===== config.mk =====
export PLATFORM = sky130hd
export DESIGN_NAME = chd_ctrl
export DESIGN_NICKNAME = d
export VERILOG_FILES = /design/src/design/chd_pkg.sv /design/src/design/chd_ctrl.sv
export SDC_FILE = /design/constraint.sdc
export NUM_CORES = 1
export LEC_CHECK = 0
export BUFFER_PORTS_ARGS = -buffer_cell sky130_fd_sc_hd__buf_2
export CAP_MARGIN = 0
export CORE_AREA = 2 2 39 41
export CTS_CLUSTER_SIZE = 14
export DETAILED_ROUTE_END_ITERATION = 10
export DIE_AREA = 0 0 41 43
export GPL_ROUTABILITY_DRIVEN = 1
export PLACE_DENSITY = 0.5
export RECOVER_POWER = 25
export SLEW_MARGIN = 15
export SYNTH_ARGS = -nofsm -noshare
export SYNTH_HDL_FRONTEND = slang
export SYNTH_SLANG_ARGS = --single-unit

===== constraint.sdc =====
create_clock -name clock -period 1.1 [get_ports clock]
set_input_delay 0.055 -clock clock [delete_from_list [all_inputs] [get_ports clock]]
set_output_delay 0.055 -clock clock [all_outputs]
set_load 0.005 [all_outputs]

===== src/design/chd_pkg.sv =====
`default_nettype none
package chd_pkg;
   localparam int MaxSymbols = 512;
   localparam int MaxCodeWidth = 16;
   localparam int IdxW = $clog2(MaxSymbols);
   localparam int CntW = $clog2(MaxSymbols + 1);
   localparam int WidW = $clog2(MaxCodeWidth);
   localparam logic [4:0] NoWidth = 5'd17;
   localparam logic [15:0] EmptySymbol = 16'hFFFF;
   localparam logic [1:0] StOk = 2'd0;
   localparam logic [1:0] StNotFound = 2'd1;
   localparam logic [1:0] StRanOut = 2'd2;
   localparam logic [1:0] StFull = 2'd3;

   // controller to datapath commands
   typedef struct packed {
      logic load;        // accept load request
      logic lookup_go;   // accept lookup request
      logic scan_clr;    // start min/max scan
      logic scan_step;   // process pair list read data in scan
      logic width_init;  // open a width in assign pass
      logic asg_step;    // process pair list read data in assign
      logic width_close; // close a width
      logic build_done;  // finish build
      logic lookup_fin;  // finish lookup and report result
      logic load_fin;    // report load result
   } cmd_type;

   typedef struct packed {
      logic last_pair;   // read pointer at final pair
      logic last_width;  // current width is MaxCodeWidth
      logic empty_list;  // no pairs
   } stat_type;
endpackage
`default_nettype wire


===== src/design/chd_ctrl.sv =====
`default_nettype none
module chd_ctrl import chd_pkg::*; (
   input  wire logic     clock,
   input  wire logic     reset,
   input  wire logic     start,
   input  wire logic     req_action,
   input  wire logic     req_last_entry,
   input  wire stat_type stat,
   output logic          busy,
   output cmd_type       cmd
);
   localparam logic [2:0] S_IDLE = 3'd0;
   localparam logic [2:0] S_LOOK = 3'd1;
   localparam logic [2:0] S_SCAN = 3'd2;
   localparam logic [2:0] S_WINIT = 3'd3;
   localparam logic [2:0] S_ASG = 3'd4;
   localparam logic [2:0] S_DONE = 3'd5;
   localparam logic [2:0] S_PRE = 3'd6;

   logic [2:0] state_ff, state_in;

   always_comb begin
      state_in = state_ff;
      cmd = '0;
      busy = 1'b1;
      case (state_ff)
         S_IDLE: begin
            busy = 1'b0;
            if (start) begin
               if (req_action) begin
                  cmd.lookup_go = 1'b1;
                  state_in = S_LOOK;
               end else begin
                  cmd.load = 1'b1;
                  if (req_last_entry) state_in = S_PRE;
                  else cmd.load_fin = 1'b1;
               end
            end
         end
         S_LOOK: begin
            cmd.lookup_fin = 1'b1;
            state_in = S_IDLE;
         end
         S_PRE: begin
            cmd.scan_clr = 1'b1;
            state_in = stat.empty_list ? S_WINIT : S_SCAN;
         end
         S_SCAN: begin
            cmd.scan_step = 1'b1;
            if (stat.last_pair) state_in = S_WINIT;
         end
         S_WINIT: begin
            cmd.width_init = 1'b1;
            if (stat.empty_list) begin
               cmd.width_close = 1'b1;
               if (stat.last_width) state_in = S_DONE;
            end else state_in = S_ASG;
         end
         S_ASG: begin
            cmd.asg_step = 1'b1;
            if (stat.last_pair) begin
               cmd.width_close = 1'b1;
               state_in = stat.last_width ? S_DONE : S_WINIT;
            end
         end
         S_DONE: begin
            cmd.build_done = 1'b1;
            state_in = S_IDLE;
         end
         default: state_in = S_IDLE;
      endcase
   end

   always_ff @(posedge clock) begin
      if (reset) state_ff <= S_IDLE;
      else state_ff <= state_in;
   end
endmodule
`default_nettype wire


Word level (Yosys, flattened, before mapping):

Index checks and enable logic that the tools add are counted.

* eq/ne operators: 11
* mux-type cells: 28
* reductions and logical operators: 2

Operators by type and width (count)
* 2-to-1 mux 3 bit: 8
* 2-to-1 mux 1 bit: 16
* case mux 3 bit (5 select lines): 1
* == test 3 bit, second input constant: 3
* == test 3 x 2 -> 1 bit, second input constant: 2
* != test 2 bit, second input constant: 3
* != test 3 bit, second input constant: 2
* AND reduction 5 bit: 1
* 2-to-1 mux 2 bit: 2
* == test 3 x 1 -> 1 bit, second input constant: 1
* logical NOT 3 bit: 1
* case mux 1 bit (2 select lines): 1

* bits in registers: 3
* input bits: 8
* output and inout bits: 11
* word-level logic and storage cells: 42

Longest topological paths before layout:

Gate-level depths: netlist of run 1.

* word-level depth: 4
* gate-level depth with buffers: 4
* mapped depth without buffers: 3

Least setup slack after synthesis of run 1:

No wires, ideal clock.

* path type: flip-flop to flip-flop
* start point: reg state_ff[2]
* end point: reg state_ff[0]
* setup time: 0.086 ns
* data arrival time: 1.032 ns
* data required time: 1.014 ns
* path slack: -0.018 ns
* cell stages (with the launch flop): 5
* path buffers: 1
* period minus slack after synthesis: 1.118 ns
* cell sequence: dfxtp_1 > buf_6 > nand3b_4 > a211o_1 > a221oi_2

* cells in the longest elaborated chain, start to end: 3
* elaborated cells between the ends (all ways): 12
* those cells by class: 9 x eq/ne; 1 x mux; 2 x reduce/logical

Ends and longest elaborated chain
* from (decl): RTL line chd_ctrl.sv:20 `logic [2:0] state_ff, state_in;`
* from (signal assigned): RTL line chd_ctrl.sv:76 `else state_ff <= state_in;`
* == test 3 x 2 -> 1 bit, or another cell as far along: RTL line chd_ctrl.sv:26 `case (state_ff)`
* != test 3 bit (no line) / != test 2 bit (equally long branches)
* AND reduction 5 bit (no line)

Several ways; a longest one is shown, not always the timed one.
A chain may end at the register's enable or synchronous reset.

Worst setup path after layout of run 1:

* start point: reg state_ff[1]
* end point: out busy

* cells in the longest elaborated chain, start to end: 2

Ends and longest elaborated chain
* logical NOT 3 bit: RTL line chd_ctrl.sv:26
* 2-to-1 mux 1 bit: RTL line chd_ctrl.sv:26
* to (decl): RTL line chd_ctrl.sv:9 `output logic busy,`

Every way passes these cells.

==> impl_metrics.py, run 1 <==
metrics = {
    "layout": {
        "final_nets": 85,
        "antenna_cells": 0,
        "largestRegisters": "state_ff x3",
        "drive_gt1_frac": 0.737,
        "fillerInstances": 146,
        "largest_register_ffs": 3,
        "final_common_cell": "buf_2",
        "utilization": 0.465,
        "final_cell_mix": "buf_2, buf_4, buf_6, nor3b_2, nor2_1",
        "top_register": "state_ff",
        "stdcell_count": 92,
        "syn_to_final_growth_pct": 92.5,
    },
    "synth": {
        "yosysUniqueCellTypes": 22,
        "syn_area_um2": 334,
        "synth_fp_nets": 50,
        "yosysWarnings": 0,
        "yosysSeqAreaShare": 0.180,
        "netlist_instances": 42,
        "ys_seq_elements": 3,
        "avgSynthCellArea_um2": 7.95,
    },
    "status": {
        "run_status": "finished with violations",
        "violations": "negative setup slack",
    },
    "global_routing": {
        "grt.overflow.total": 0,
        "grt_first_pass_wirelength_um": 1680,
        "antenna_found_initial": 0,
        "grt_usage": 0.148,
        "grt_max_degree": 9,
        "first_global_vias": 394,
    },
    "route": {
        "drtPass1Iterations": 4,
        "drtIter0Drc": 10,
        "num_vias": 445,
        "drc": 0,
        "wl_um": 1090,
        "postRouteAntennaNets": 0,
        "wl_per_cell_um": 11.9,
        "via_per_inst": 4.84,
    },
    "pwr": {
        "switching_power_uw": 236,
        "power_uw": 694,
        "seqPwrFrac": 0.212,
        "p_comb_frac": 0.503,
        "p_leak_uw": 0.000333,
        "p_clk_frac": 0.285,
        "vdd_ir_drop_max_v": 0.000554,
        "p_int_uw": 458,
        "p_sw_frac": 0.340,
        "powerDensity_nw_per_um2": 1080,
    },
    "clock_network": {
        "cts_buffer_depth": 2,
        "cts.htree.levels": 1,
        "cts_buffers": 3,
        "cts_tree": "done",
        "clock-sinks": 3,
        "path_clk_slew_ns": 0.04,
        "insertion_delay_ns": 0.24,
        "clockRootBuffer": "clkbuf_4",
    },
    "die": {
        "coreArea_um2": 1380,
        "initial_core_util": 0.241,
        "rows": 14,
        "die_area_um2": 1760,
        "die_h_um": 43,
        "die_w_um": 41,
        "pin_count": 19,
    },
    "placement": {
        "gp_congestion": 0.802,
        "dp.cells": 86,
        "dp_hpwl_um": 785,
        "io_buffers": 18,
    },
    "timing": {
        "slew_violations": 0,
        "slew_headroom": 0.825,
        "period_minus_slack_ns": 1.22,
        "period_share": 1.11,
        "setup_viol": 12,
        "timing.setup.tns_ns": -0.883,
        "fin_ws_ns": -0.125,
        "skew_ns": 0.00549,
        "finalHoldViolCount": 0,
        "worst_slew_pin_slew_ns": 0.261,
        "rsz0062_at_grt": "true",
        "fmax_ghz": 0.816,
        "whs_ns": 0.0197,
    },
    "worst_setup_path": {
        "startpoint_type": "flop",
        "critPathKind": "reg -> out",
        "required_ns": 1.04,
        "cp-end-kind": "output pin",
        "crit_fanout": 4,
        "arrival_ns": 1.17,
    },
    "hold_path": {
        "hold_class": "in -> reg",
    },
    "flow_run": {
        "max_cap_violations": 0,
    },
}
==> critical path: stages, from the launching register on <==
cell and delay (ns):
dfxtp_2 0.33, buf_6 0.12, nor3_4 0.18, buf_4 0.15, inv_1 0.03, buf_2 0.11
==> path summary, 6_finish.rpt <==
path / start / endpoint / slack, ns / depth (start not counted)
max: state_ff[1] / busy / -0.12 / 5
min: reset / state_ff[1] / 0.02 / 2
max reg2reg: state_ff[1] / state_ff[2] / -0.01 / 4
min reg2reg: state_ff[2] / state_ff[1] / 0.58 / 2
==> synth_stat cells <==
cell	n	area [um^2]
a211o_1	2	17.5
a21o_1	1	7.51
a221oi_2	3	45.0
and3_1	1	6.26
and3b_2	1	10.0
buf_2	2	10.0
buf_6	1	11.3
dfxtp_1	3	60.1
inv_1	3	11.3
inv_2	1	3.75
nand2_1	4	15.0
nand3_1	1	5.00
nand3b_4	1	20.0
nor2_1	4	15.0
nor3_1	2	10.0
nor3_2	1	10.0
nor3b_1	4	30.0
o211ai_1	2	15.0
o21ai_1	2	10.0
o21bai_1	1	7.51
o31ai_1	1	7.51
or3_1	1	6.26
==> logic make-up (layout without fill, tap and decap cells) <==
logic type	after synthesis	in the layout	share of synthesized area
simple gates	20	20	0.382
compound gates	12	12	0.330
buf+inv	7	41	0.109
flops	3	3	0.180
==> layout make-up <==
class / count / area (um^2) / share of cell area
inverter: 4 / 15.0 / 0.0233
clock buffer: 4 / 26.3 / 0.0409
multi-input combinational: 32 / 287 / 0.446
sequential: 3 / 66.3 / 0.103
tap: 16 / 20.0 / 0.0311
timing repair buffer: 33 / 229 / 0.356
==> power by group through the flow <==
stage / Clock [uW] / Combinational, uW / Sequential (uW)
after CTS: 206 / 333 / 145
after global routing: 216 / 381 / 149
final: 198 / 350 / 147
after global placement: 0 / 290 / 141
after detailed placement: 0 / 291 / 141
after floorplan: 0 / 154 / 133
==> metrics by stage <==
step                      setup slack [ns]  instance area [um^2]
after floorplan                     0.0173                   334
after detailed placement           -0.0525                   520
after CTS                           -0.163                   612
final                               -0.125                   643
after global placement             -0.0513                   520
after global routing                -0.219                   643
==> what timing repair did <==
| item | CTS | global route |
|---|---|---|
| endpoints found under the setup margin | 14 | 12 |
| buffers inserted | 1 | 1 |
| cloned | 0 | 0 |
| hold buffers | 0 | 0 |
| gates resized for setup | 15 | 7 |
| pin swaps | 2 | 5 |
| hold endpoints to repair | 0 | 0 |
==> per-layer routing <==
layer / up-vias / track usage / wire length, um
met5: - / 0 / 0
met4: 0 / 0.100 / 8
met3: 2 / 0.0471 / 44
met2: 15 / 0.206 / 541
met1: 206 / 0.184 / 498
li1: 222 / - / -
Note: power is estimated with default switching activity, not from simulation.
==> run 2, diff against run 1 <==
--- a/config.mk
+++ b/config.mk
@@ -7,13 +7,14 @@
 export LEC_CHECK = 0
 export BUFFER_PORTS_ARGS = -buffer_cell sky130_fd_sc_hd__buf_2
 export CAP_MARGIN = 0
-export CORE_AREA = 2 2 39 41
+export CELL_PAD_IN_SITES_DETAIL_PLACEMENT = 1
+export CELL_PAD_IN_SITES_GLOBAL_PLACEMENT = 2
+export CORE_MARGIN = 2
+export CORE_UTILIZATION = 18
 export CTS_CLUSTER_SIZE = 14
 export DETAILED_ROUTE_END_ITERATION = 10
-export DIE_AREA = 0 0 41 43
 export GPL_ROUTABILITY_DRIVEN = 1
-export PLACE_DENSITY = 0.5
-export RECOVER_POWER = 25
+export PLACE_DENSITY = 0.66
 export SLEW_MARGIN = 15
 export SYNTH_ARGS = -nofsm -noshare
 export SYNTH_HDL_FRONTEND = slang
==> run 2 against run 1 <==
The run still ends with negative setup slack left. Sequential power is 3% higher. Global-route usage is 2.4 points lower. Via count is 2.2% higher. Combinational power is 17% higher. Design area is 8.9% higher. Utilization is 6.3 points lower. Die area is 26% higher. Clock power is 3% lower. Clock skew is 0.0029 ns lower. Setup slack worse by 0.016 ns. Routed wire length is 14% higher. Fmax is 1.3% lower. Critical path type unchanged. Critical endpoint unchanged. Largest cell class unchanged. Highest routed layer is now met3.
==> impl_metrics.py, run 2 (synthesis results as in run 1) <==
metrics = {
    "status": {
        "run_status": "finished with violations",
        "violations": "negative setup slack",
    },
    "clock_network": {
        "cts_buffer_depth": 2,
        "cts_buffers": 3,
        "clockRootBuffer": "clkbuf_4",
        "cts_tree": "done",
        "insertion_delay_ns": 0.23,
        "path_clk_slew_ns": 0.04,
        "clock-sinks": 3,
        "cts.htree.levels": 1,
        "cts_hold_buf": 0,
    },
    "worst_setup_path": {
        "cp_slowest_stage_delay_ns": 0.35,
        "crit_chain": "buf_6, nor3_4, buf_4, buf_6, inv_2, buf_6",
        "slowest_stage": "dfxtp_4",
        "reg2regPathDepth": 6,
        "crit_fanout": 4,
        "cpMostUsedCell": "buf_6",
        "crit-reg2reg-launch": "state_ff[1]",
        "critPathKind": "reg -> out",
        "cp-startpoint": "state_ff[1]",
        "rrSetupSlack_ns": -0.08,
        "cp-end-kind": "output pin",
        "required_ns": 1.04,
        "arrival_ns": 1.19,
        "rr_endpoint": "state_ff[2]",
        "startpoint_type": "flop",
    },
    "timing": {
        "skew_ns": 0.00256,
        "setup_viol": 12,
        "period_minus_slack_ns": 1.24,
        "fmax_ghz": 0.806,
        "period_share": 1.13,
        "slew_violations": 0,
        "fin_ws_ns": -0.141,
        "finalHoldViolCount": 0,
        "slew_headroom": 0.824,
        "worst_slew_pin_slew_ns": 0.263,
        "rsz0062_at_grt": "true",
    },
    "placement": {
        "gp_congestion": 0.767,
        "io_buffers": 18,
        "dp_hpwl_um": 915,
        "dp_slack_ns": -0.0746,
    },
    "layout": {
        "drive_gt1_frac": 0.759,
        "final_nets": 88,
        "fillerInstances": 227,
        "regArea_um2": 68.8,
        "largestRegisters": "state_ff x3",
        "largest_register_ffs": 3,
        "antenna_cells": 0,
        "multi_input_area_um2": 295,
        "syn_to_final_growth_pct": 110,
        "final_cell_mix": "buf_2, buf_4, buf_6, nor3b_2",
        "top_register": "state_ff",
        "utilization": 0.401,
        "final_common_cell": "buf_2",
    },
    "pwr": {
        "p_int_uw": 501,
        "powerDensity_nw_per_um2": 1080,
        "p_clk_frac": 0.255,
        "p_leak_uw": 0.000348,
        "vdd_ir_drop_max_v": 0.000673,
        "p_comb_frac": 0.543,
        "switching_power_uw": 253,
        "p_sw_frac": 0.335,
        "seqPwrFrac": 0.201,
    },
    "die": {
        "die_h_um": 47.1,
        "rows": 15,
        "pin_count": 19,
        "die_w_um": 47.1,
        "initial_core_util": 0.191,
        "coreArea_um2": 1750,
        "die_area_um2": 2220,
    },
    "route": {
        "via_per_inst": 4.38,
        "wl_um": 1240,
        "drtIter0Drc": 10,
        "postRouteAntennaNets": 0,
        "drtPass1Iterations": 4,
        "wl_per_cell_um": 11.9,
        "num_vias": 455,
        "drc": 0,
    },
    "global_routing": {
        "antenna_found_initial": 0,
        "grt.overflow.total": 0,
        "first_global_vias": 396,
        "grt_first_pass_wirelength_um": 1860,
        "grt_max_degree": 9,
        "grt_usage": 0.124,
    },
    "hold_path": {
        "hold_class": "in -> reg",
        "min-delay-start": "reset",
        "hold-path-endpoint": "state_ff[1]",
        "hold_path_depth": 2,
    },
    "flow_run": {
        "max_cap_violations": 0,
    },
}
run 2: worst max path at each step:
stage | end | slack, ns
after floorplan | state_ff[0] | 0.02
after global placement | state_ff[0] | -0.08
after detailed placement | state_ff[0] | -0.07
after CTS | cmd[0] | -0.14
after global routing | cmd[0] | -0.21
final | busy | -0.14
run 2: metrics by stage:
step / instances / TNS (ns) / hold WS, ns / area (um^2) / power (uW)
2_1_floorplan: 42 / 0 / 0.121 / 334 / 287
3_3_place_gp: 94 / -0.110 / 0.268 / 524 / 428
3_5_place_dp: 94 / -0.101 / 0.273 / 524 / 433
4_1_cts: 98 / -0.939 / 0.0111 / 609 / 680
5_1_grt: 104 / -1.71 / 0.0241 / 701 / 808
6_report: 104 / -0.917 / 0.0205 / 701 / 754
run 2: worst max-delay path, delay by kind of cell, from the launching register on:
kind	cells	cell delay, ns
flops	1	0.35
buf+inv	5	0.47
simple gates	1	0.13
run 2: power groups by stage:
stage / registers [uW] / clock network [uW] / logic [uW]
6_report: 152 / 192 / 409
5_1_grt: 155 / 210 / 443
4_1_cts: 150 / 206 / 324
3_5_place_dp: 143 / 0 / 291
3_3_place_gp: 142 / 0 / 286
2_1_floorplan: 133 / 0 / 154
run 2: routing by layer:
| layer | vias to the layer above | track usage | share of wire |
|---|---|---|---|
| met1 | 214 | 0.161 | 0.47 |
| met3 | 0 | 0.0346 | 0.040 |
| met4 | 0 | 0.0500 | 0 |
| met2 | 12 | 0.192 | 0.49 |
| met5 | - | 0 | 0 |
| li1 | 229 | - | - |
run 2: what timing repair did:
action	CTS	global route
pin swaps	3	8
resized for setup	16	12
setup buffers	0	6
hold endpoints to repair	0	0
endpoints found under the setup margin	14	14
run 2: final cells by class:
type,instances,area share
multi-input combinational,32,0.421
inverter,4,0.0250
clock buffer,4,0.0375
sequential,3,0.0982
tap,25,0.0446
timing repair buffer,36,0.373
